## config.mk

```make
export PLATFORM = sky130hd
export DESIGN_NAME = adsr_envelope_generator
export DESIGN_NICKNAME = d
export VERILOG_FILES = /design/src/rtl/adsr_pkg.sv /design/src/rtl/adsr_envelope_generator.sv
export SDC_FILE = /design/constraint.sdc
export NUM_CORES = 1
export LEC_CHECK = 0
export BUFFER_PORTS_ARGS = -buffer_cell sky130_fd_sc_hd__clkbuf_2
export CAP_MARGIN = 10
export CORE_MARGIN = 2
export CORE_UTILIZATION = 50
export CTS_CLUSTER_SIZE = 40
export DETAILED_ROUTE_END_ITERATION = 7
export GPL_TIMING_DRIVEN = 0
export PLACE_DENSITY = 0.63
export SLEW_MARGIN = 20
export SYNTH_ARGS = -nofsm -noshare
export SYNTH_HDL_FRONTEND = slang
export SYNTH_SLANG_ARGS = --single-unit
```

## constraint.sdc

```tcl
create_clock -name clk -period 16.1 [get_ports clk]
set_input_delay 1.61 -clock clk [delete_from_list [all_inputs] [get_ports clk]]
set_output_delay 1.61 -clock clk [all_outputs]
set_load 0.005 [all_outputs]
```

## src/rtl/adsr_pkg.sv

```systemverilog
package adsr_pkg;

    localparam int HOLD_BITS_DEFAULT = 24;

    localparam int COEF_W   = 17;
    localparam int ATGT_W   = 20;
    localparam int HTICK_W  = 24;
    localparam int LEVEL_W  = 18;
    localparam int CALC_W   = 22;
    localparam int MAG_W    = 21;
    localparam int PROD_W   = COEF_W + MAG_W;
    localparam int CFG_ADDR_W = 3;
    localparam int CFG_DATA_W = 24;

    localparam logic [COEF_W-1:0]         Q_ONE_COEF  = COEF_W'(65536);
    localparam logic [ATGT_W-1:0]         Q_ONE_TGT   = ATGT_W'(65536);
    localparam logic [COEF_W-1:0]         FAST_COEF   = COEF_W'(32768);
    localparam logic signed [LEVEL_W-1:0] REL_TARGET  = -LEVEL_W'(6554);
    localparam logic signed [LEVEL_W-1:0] Q_ONE_LEVEL = LEVEL_W'(65536);
    localparam logic signed [CALC_W-1:0]  Q_ONE_CALC  = CALC_W'(65536);
    localparam logic [PROD_W-1:0]         ROUND_UP    = PROD_W'(65535);

    localparam logic [COEF_W-1:0]  RST_ATTACK_COEF   = COEF_W'(65536);
    localparam logic [ATGT_W-1:0]  RST_ATTACK_TARGET = ATGT_W'(65536);
    localparam logic [COEF_W-1:0]  RST_DECAY_COEF    = COEF_W'(65536);
    localparam logic [COEF_W-1:0]  RST_RELEASE_COEF  = COEF_W'(65536);
    localparam logic [COEF_W-1:0]  RST_SUSTAIN_LEVEL = COEF_W'(45875);
    localparam logic [HTICK_W-1:0] RST_HOLD_TICKS    = '0;

    typedef enum logic [2:0] {
        SEG_IDLE    = 3'd0,
        SEG_ATTACK  = 3'd1,
        SEG_HOLD    = 3'd2,
        SEG_DECAY   = 3'd3,
        SEG_RELEASE = 3'd4
    } seg_t;

    typedef enum logic [1:0] {
        FUNC_TICK     = 2'd0,
        FUNC_GATE_ON  = 2'd1,
        FUNC_GATE_OFF = 2'd2,
        FUNC_NONE     = 2'd3
    } func_t;

    typedef enum logic [1:0] {
        HARD_NOW    = 2'd0,
        HARD_FAST   = 2'd1,
        HARD_NORMAL = 2'd2,
        HARD_ALT    = 2'd3
    } hard_t;

    typedef enum logic [CFG_ADDR_W-1:0] {
        CFG_ATTACK_COEF   = 3'd0,
        CFG_ATTACK_TARGET = 3'd1,
        CFG_DECAY_COEF    = 3'd2,
        CFG_RELEASE_COEF  = 3'd3,
        CFG_SUSTAIN_LEVEL = 3'd4,
        CFG_HOLD_TICKS    = 3'd5
    } cfg_idx_t;

    typedef struct packed {
        logic [1:0] func;
        logic [1:0] hardness;
    } req_t;

    typedef struct packed {
        logic signed [LEVEL_W-1:0] level;
        logic [2:0]                segment;
        logic                      active;
    } rsp_t;

    function automatic logic [COEF_W-1:0] clamp_one(input logic [COEF_W-1:0] v);
        return (v > Q_ONE_COEF) ? Q_ONE_COEF : v;
    endfunction

    function automatic logic [ATGT_W-1:0] floor_one(input logic [ATGT_W-1:0] v);
        return (v < Q_ONE_TGT) ? Q_ONE_TGT : v;
    endfunction

endpackage

```

## src/rtl/adsr_envelope_generator.sv

```systemverilog
// Exponential ADSR envelope generator, Q16 (1.0 = 65536). One beat in on req
// gives one beat out on rsp; a new beat is taken every clock while req_ready is
// high, and its result is registered into the output buffer. The figure of one
// beat per cycle is set by the single multiply-accumulate path (17 x 21 bit
// coefficient product, round-up, add and compare) between the segment state
// and the result register. A two-entry output buffer keeps req_ready high while
// one result waits on rsp_ready. Configuration writes via cfg_we take effect on
// the next beat; coefficients above 1.0 act as 1.0.
module adsr_envelope_generator #(
    parameter int HOLD_BITS = adsr_pkg::HOLD_BITS_DEFAULT
) (
    input  logic                             clk,
    input  logic                             rst_n,
    input  logic                             req_valid,
    output logic                             req_ready,
    input  adsr_pkg::req_t                   req,
    output logic                             rsp_valid,
    input  logic                             rsp_ready,
    output adsr_pkg::rsp_t                   rsp,
    input  logic                             cfg_we,
    input  logic [adsr_pkg::CFG_ADDR_W-1:0]  cfg_addr,
    input  logic [adsr_pkg::CFG_DATA_W-1:0]  cfg_wdata
);

    localparam int COEF_W  = adsr_pkg::COEF_W;
    localparam int ATGT_W  = adsr_pkg::ATGT_W;
    localparam int HTICK_W = adsr_pkg::HTICK_W;
    localparam int LEVEL_W = adsr_pkg::LEVEL_W;
    localparam int CALC_W  = adsr_pkg::CALC_W;
    localparam int MAG_W   = adsr_pkg::MAG_W;
    localparam int PROD_W  = adsr_pkg::PROD_W;

    // configuration
    logic [COEF_W-1:0]  attack_coef_reg;
    logic [ATGT_W-1:0]  attack_target_reg;
    logic [COEF_W-1:0]  decay_coef_reg;
    logic [COEF_W-1:0]  release_coef_reg;
    logic [COEF_W-1:0]  sustain_level_reg;
    logic [HTICK_W-1:0] hold_ticks_reg;

    // segment state
    adsr_pkg::seg_t              phase_reg, phase_next;
    logic signed [LEVEL_W-1:0]   env_reg, env_next;
    logic signed [LEVEL_W-1:0]   target_reg, target_next;
    logic [COEF_W-1:0]           coef_reg, coef_next;
    logic [HOLD_BITS-1:0]        hold_left_reg, hold_left_next;

    // output buffer
    logic           out_valid_reg, skid_valid_reg;
    adsr_pkg::rsp_t out_reg, skid_reg;
    adsr_pkg::rsp_t result;
    logic signed [LEVEL_W-1:0] level;

    logic req_fire;

    logic [HOLD_BITS-1:0]       hold_len;
    logic signed [CALC_W-1:0]   pole_x, pole_target, pole_diff, pole_new;
    logic [MAG_W-1:0]           pole_mag, pole_step;
    logic [PROD_W-1:0]          pole_prod, pole_sum;

    assign req_ready = !skid_valid_reg;
    assign req_fire  = req_valid && req_ready;
    assign rsp_valid = out_valid_reg;
    assign rsp       = out_reg;

    assign hold_len = HOLD_BITS'(hold_ticks_reg);

    always_ff @(posedge clk or negedge rst_n)
    begin
        if (!rst_n)
        begin
            attack_coef_reg   <= adsr_pkg::RST_ATTACK_COEF;
            attack_target_reg <= adsr_pkg::RST_ATTACK_TARGET;
            decay_coef_reg    <= adsr_pkg::RST_DECAY_COEF;
            release_coef_reg  <= adsr_pkg::RST_RELEASE_COEF;
            sustain_level_reg <= adsr_pkg::RST_SUSTAIN_LEVEL;
            hold_ticks_reg    <= adsr_pkg::RST_HOLD_TICKS;
        end
        else if (cfg_we)
        begin
            case (cfg_addr)
                adsr_pkg::CFG_ATTACK_COEF:   attack_coef_reg   <= cfg_wdata[COEF_W-1:0];
                adsr_pkg::CFG_ATTACK_TARGET: attack_target_reg <= cfg_wdata[ATGT_W-1:0];
                adsr_pkg::CFG_DECAY_COEF:    decay_coef_reg    <= cfg_wdata[COEF_W-1:0];
                adsr_pkg::CFG_RELEASE_COEF:  release_coef_reg  <= cfg_wdata[COEF_W-1:0];
                adsr_pkg::CFG_SUSTAIN_LEVEL: sustain_level_reg <= cfg_wdata[COEF_W-1:0];
                adsr_pkg::CFG_HOLD_TICKS:    hold_ticks_reg    <= cfg_wdata[HTICK_W-1:0];
                default: ;
            endcase
        end
    end

    // one-pole step, magnitude of the step rounded up
    always_comb
    begin
        pole_x = CALC_W'(env_reg);
        if (phase_reg == adsr_pkg::SEG_ATTACK)
            pole_target = CALC_W'(adsr_pkg::floor_one(attack_target_reg));
        else
            pole_target = CALC_W'(target_reg);
        pole_diff = pole_target - pole_x;
        pole_mag  = pole_diff[CALC_W-1] ? MAG_W'(-pole_diff) : MAG_W'(pole_diff);
        pole_prod = coef_reg * pole_mag;
        pole_sum  = pole_prod + adsr_pkg::ROUND_UP;
        pole_step = pole_sum[MAG_W+15:16];
        if (pole_diff[CALC_W-1])
            pole_new = pole_x - $signed({1'b0, pole_step});
        else
            pole_new = pole_x + $signed({1'b0, pole_step});
    end

    always_ff @(posedge clk or negedge rst_n)
    begin
        if (!rst_n)
        begin
            phase_reg     <= adsr_pkg::SEG_IDLE;
            env_reg       <= '0;
            target_reg    <= '0;
            coef_reg      <= '0;
            hold_left_reg <= '0;
        end
        else if (req_fire)
        begin
            phase_reg     <= phase_next;
            env_reg       <= env_next;
            target_reg    <= target_next;
            coef_reg      <= coef_next;
            hold_left_reg <= hold_left_next;
        end
    end

    always_comb
    begin
        phase_next     = phase_reg;
        env_next       = env_reg;
        target_next    = target_reg;
        coef_next      = coef_reg;
        hold_left_next = hold_left_reg;
        level          = env_reg;

        case (req.func)
            adsr_pkg::FUNC_TICK:
            begin
                case (phase_reg)
                    adsr_pkg::SEG_IDLE:
                        level = '0;
                    adsr_pkg::SEG_ATTACK:
                    begin
                        env_next = LEVEL_W'(pole_new);
                        if (pole_new >= adsr_pkg::Q_ONE_CALC)
                        begin
                            env_next = adsr_pkg::Q_ONE_LEVEL;
                            if (hold_len != '0)
                            begin
                                phase_next     = adsr_pkg::SEG_HOLD;
                                hold_left_next = hold_len;
                            end
                            else
                            begin
                                phase_next  = adsr_pkg::SEG_DECAY;
                                target_next = LEVEL_W'(adsr_pkg::clamp_one(sustain_level_reg));
                                coef_next   = adsr_pkg::clamp_one(decay_coef_reg);
                            end
                        end
                        level = env_next;
                    end
                    adsr_pkg::SEG_HOLD:
                    begin
                        if (hold_left_reg != '0)
                            hold_left_next = hold_left_reg - HOLD_BITS'(1);
                        else
                        begin
                            phase_next  = adsr_pkg::SEG_DECAY;
                            target_next = LEVEL_W'(adsr_pkg::clamp_one(sustain_level_reg));
                            coef_next   = adsr_pkg::clamp_one(decay_coef_reg);
                        end
                    end
                    adsr_pkg::SEG_DECAY, adsr_pkg::SEG_RELEASE:
                    begin
                        level    = LEVEL_W'(pole_new);
                        env_next = LEVEL_W'(pole_new);
                        if (pole_new <= 0)
                        begin
                            phase_next = adsr_pkg::SEG_IDLE;
                            env_next   = '0;
                        end
                    end
                    default: ;
                endcase
            end
            adsr_pkg::FUNC_GATE_ON:
            begin
                phase_next = adsr_pkg::SEG_ATTACK;
                coef_next  = adsr_pkg::clamp_one(attack_coef_reg);
                if (req.hardness == adsr_pkg::HARD_NOW)
                    env_next = '0;
                level = env_next;
            end
            adsr_pkg::FUNC_GATE_OFF:
            begin
                target_next = adsr_pkg::REL_TARGET;
                case (req.hardness)
                    adsr_pkg::HARD_NOW:
                    begin
                        phase_next = adsr_pkg::SEG_IDLE;
                        env_next   = '0;
                    end
                    adsr_pkg::HARD_FAST:
                    begin
                        phase_next = adsr_pkg::SEG_RELEASE;
                        coef_next  = adsr_pkg::FAST_COEF;
                    end
                    default:
                    begin
                        phase_next = adsr_pkg::SEG_RELEASE;
                        coef_next  = adsr_pkg::clamp_one(release_coef_reg);
                    end
                endcase
                level = env_next;
            end
            default: ;
        endcase

        result.level   = level;
        result.segment = phase_next;
        result.active  = (phase_next != adsr_pkg::SEG_IDLE);
    end

    // two-entry result buffer; a beat lands in skid only while rsp is stalled
    always_ff @(posedge clk or negedge rst_n)
    begin
        if (!rst_n)
        begin
            out_valid_reg  <= 1'b0;
            skid_valid_reg <= 1'b0;
        end
        else if (!out_valid_reg || rsp_ready)
        begin
            if (skid_valid_reg)
            begin
                out_valid_reg  <= 1'b1;
                skid_valid_reg <= 1'b0;
            end
            else
                out_valid_reg <= req_fire;
        end
        else if (req_fire)
            skid_valid_reg <= 1'b1;
    end

    always_ff @(posedge clk)
    begin
        if (!out_valid_reg || rsp_ready)
        begin
            if (skid_valid_reg)
                out_reg <= skid_reg;
            else if (req_fire)
                out_reg <= result;
        end
        else if (req_fire)
            skid_reg <= result;
    end

endmodule

```

==> results.toml <==
[timing]
period_share_pct = 95.3
fmax_mhz = 65.2
setup_viol = 0
skew_ps = 21.8
tns_ps = 0
finalHoldViolCount = 0
worstMarginPinSlew_ps = 954
period_minus_slack_ps = 15340
relSlewSlack_pct = 36.4
drv_slew = 0

[place]
finalWeightedCongestion = 0.983
numPortBuffers = 57
place_hpwl_um = 58200
placedCellCount = 3377

[clocking]
clk_latency_ps = 550
clkTransAtPathRegs_ps = 60
clockBufferDepth = 3
cts_tree = "yes"
cts.sinks = 238
cts_buffers = 26
cts-htree-levels = 1
cts-root-buf = "clkbuf_16"

[routing]
drc = 0
first_pass_iters = 6
post_drt_wl_per_cell_um = 21.0
final_antenna_net_count = 0
vias_per_cell = 5.89
num_vias = 20286
detail_route.iter0.violations = 1716
drt_wl_total_um = 72400

[logic_synthesis]
avgSynthCellArea_um2 = 9.67
yosysTopAreaCell = "fa_1"
syn_inst = 2645
synth.area.top_cells = "fa_1 23%, dfrtp_1 18%, ha_1 7.4%"
ys_ff_latch = 238
syn_nets = 3130
synth_edf_count = 44
synth.yosys.seq_area_share_pct = 24.2
ys_dominant_reg_cell = "dfrtp_1"
synth_cell_types = 103
syn_area_mm2 = 0.0256
yosysTopAreaCellShare_pct = 23.3
async_reset_ff_share_pct = 81.5
yosys_warnings = 0

[status]
status = "finished clean"

[worst_hold_path]
hold_path_class = "reg -> reg"

[floorplan]
core_area_mm2 = 0.0504
io_pins = 60
core.rowCount = 82
die-area_mm2 = 0.0530
dieWidth_um = 230
fp.dieH_um = 230
start_util_pct = 50.8

[worst_setup_path]
worstPathMaxFanout = 10
crit_required_ps = 16530
regToRegEndpoint = "env_reg[13]"
path_class = "reg -> reg"
end_kind = "flip-flop"
slowest_stage = "a2111oi_1"
cpPeakStageDelay_ps = 680
reg2reg_from = "phase_reg[0]"
cpMostUsedCell = "fa_1"
r2r_slack_ps = 760
worstPathArrival_ps = 15770
ff2ff_path_depth = 54
critPathCapture = "env_reg[13]"
cp-start-kind = "flip-flop"
crit_path_start = "phase_reg[0]"

[global_routing]
grtUsageTotal_pct = 27.5
grt_antenna_before_repair = 3
grt_overflow = 0
first_global_vias = 20430
grt_pass1_wl_um = 114000
grt_max_degree = 93

[layout]
layout_common_cells = "320 x nand2_1, 298 x fa_1, 297 x inv_1, 179 x dfrtp_1, 151 x ha_1"
layout_commonest_cell = "nand2_1"
diodes = 0
final_cells = 3442
postLayoutCoreUtil_pct = 55.9
nets = 3235
area_growth_pct = 10.1
drive_above_1_share_pct = 13.8

[flow_run]
maxCapViolCount = 0
[through the flow]
stage | cell area (µm²) | hold WS [ps] | worst slack, ps
floorplan | 25600 | 464 | 1680
global placement | 26700 | 482 | -1780
detailed placement | 26800 | 492 | -2070
CTS | 28100 | 511 | 103
global route | 28200 | 526 | -30.6
finish | 28200 | 510 | 763
[cells in the mapped netlist, types with 13 or more instances]
cell,number
a211oi_1,14
a21o_1,19
a21oi_1,110
a22o_1,68
a31oi_1,24
and2_1,140
clkbuf_1,112
dfrtp_1,181
dfstp_2,13
edfxtp_1,44
fa_1,298
ha_1,151
inv_1,297
mux2_2,138
nand2_1,321
nand2b_1,29
nand3_1,46
nor2_1,94
nor2b_1,25
nor3_1,33
nor4_1,31
o21a_1,27
o21ai_0,97
o21ai_1,13
or3_1,18
xnor2_1,59
xor2_1,25
[how the worst min path moves through the flow]
stage	start	endpoint	slack (ps)	cells past startpoint
final	attack_target_reg[13]	attack_target_reg[13]	510	1
after global routing	attack_target_reg[14]	attack_target_reg[14]	530	1
after CTS	attack_target_reg[13]	attack_target_reg[13]	510	1
after detailed placement	hold_left_reg[5]	hold_left_reg[5]	490	1
after global placement	hold_left_reg[5]	hold_left_reg[5]	480	1
after floorplan	hold_left_reg[5]	hold_left_reg[5]	460	1
[layer usage]
| metal | track usage (%) | up-vias | wire [µm] |
|---|---|---|---|
| li1 | - | 9194 | - |
| met1 | 37.2 | 10272 | 30500 |
| met5 | 0 | - | 21 |
| met2 | 45.7 | 699 | 34700 |
| met4 | 8.29 | 4 | 2360 |
| met3 | 4.01 | 117 | 4790 |
[critical path: cells and delay by family (launching register included)]
kind	cells	cell delay, ps
AO/OA/AOI/OAI	18	5080
adder cells (fa/ha/maj)	10	4360
AND/OR/NAND/NOR	14	2980
buffers and inverters	8	1530
XOR/XNOR	4	820
flip-flops	1	460
[repair_timing]
action | in CTS | in global routing
resized for setup | 58 | 25
setup buffers | 14 | 5
hold buffers | 0 | 0
pin swaps | 13 | 8
endpoints found under the setup margin | 124 | 124
[cell type report]
| type | instances | area, µm² |
|---|---|---|
| plain buffers | 117 | 493 |
| clock buffers | 43 | 836 |
| clock inverters | 5 | 37.5 |
| fillers | 4497 | 22200 |
| inverters | 298 | 1120 |
| multi-input cells | 1990 | 18100 |
| flip-flops and latches | 238 | 6190 |
| well taps | 672 | 841 |
| repair buffers | 79 | 515 |
[kinds of logic after synthesis]
kind of cell               synth area share [%]
AOI/OAI and AO/OA                          13.2
xor gates and xnor gates                   2.98
adders and majority gates                  30.7
buffers and inverters                      6.17
DFF                                        24.2
muxes                                      6.66
and+or+nand+nor                            16.0
Power is not shown: default switching activity piles up to over one toggle a cycle in this logic, so the estimate is an artifact.
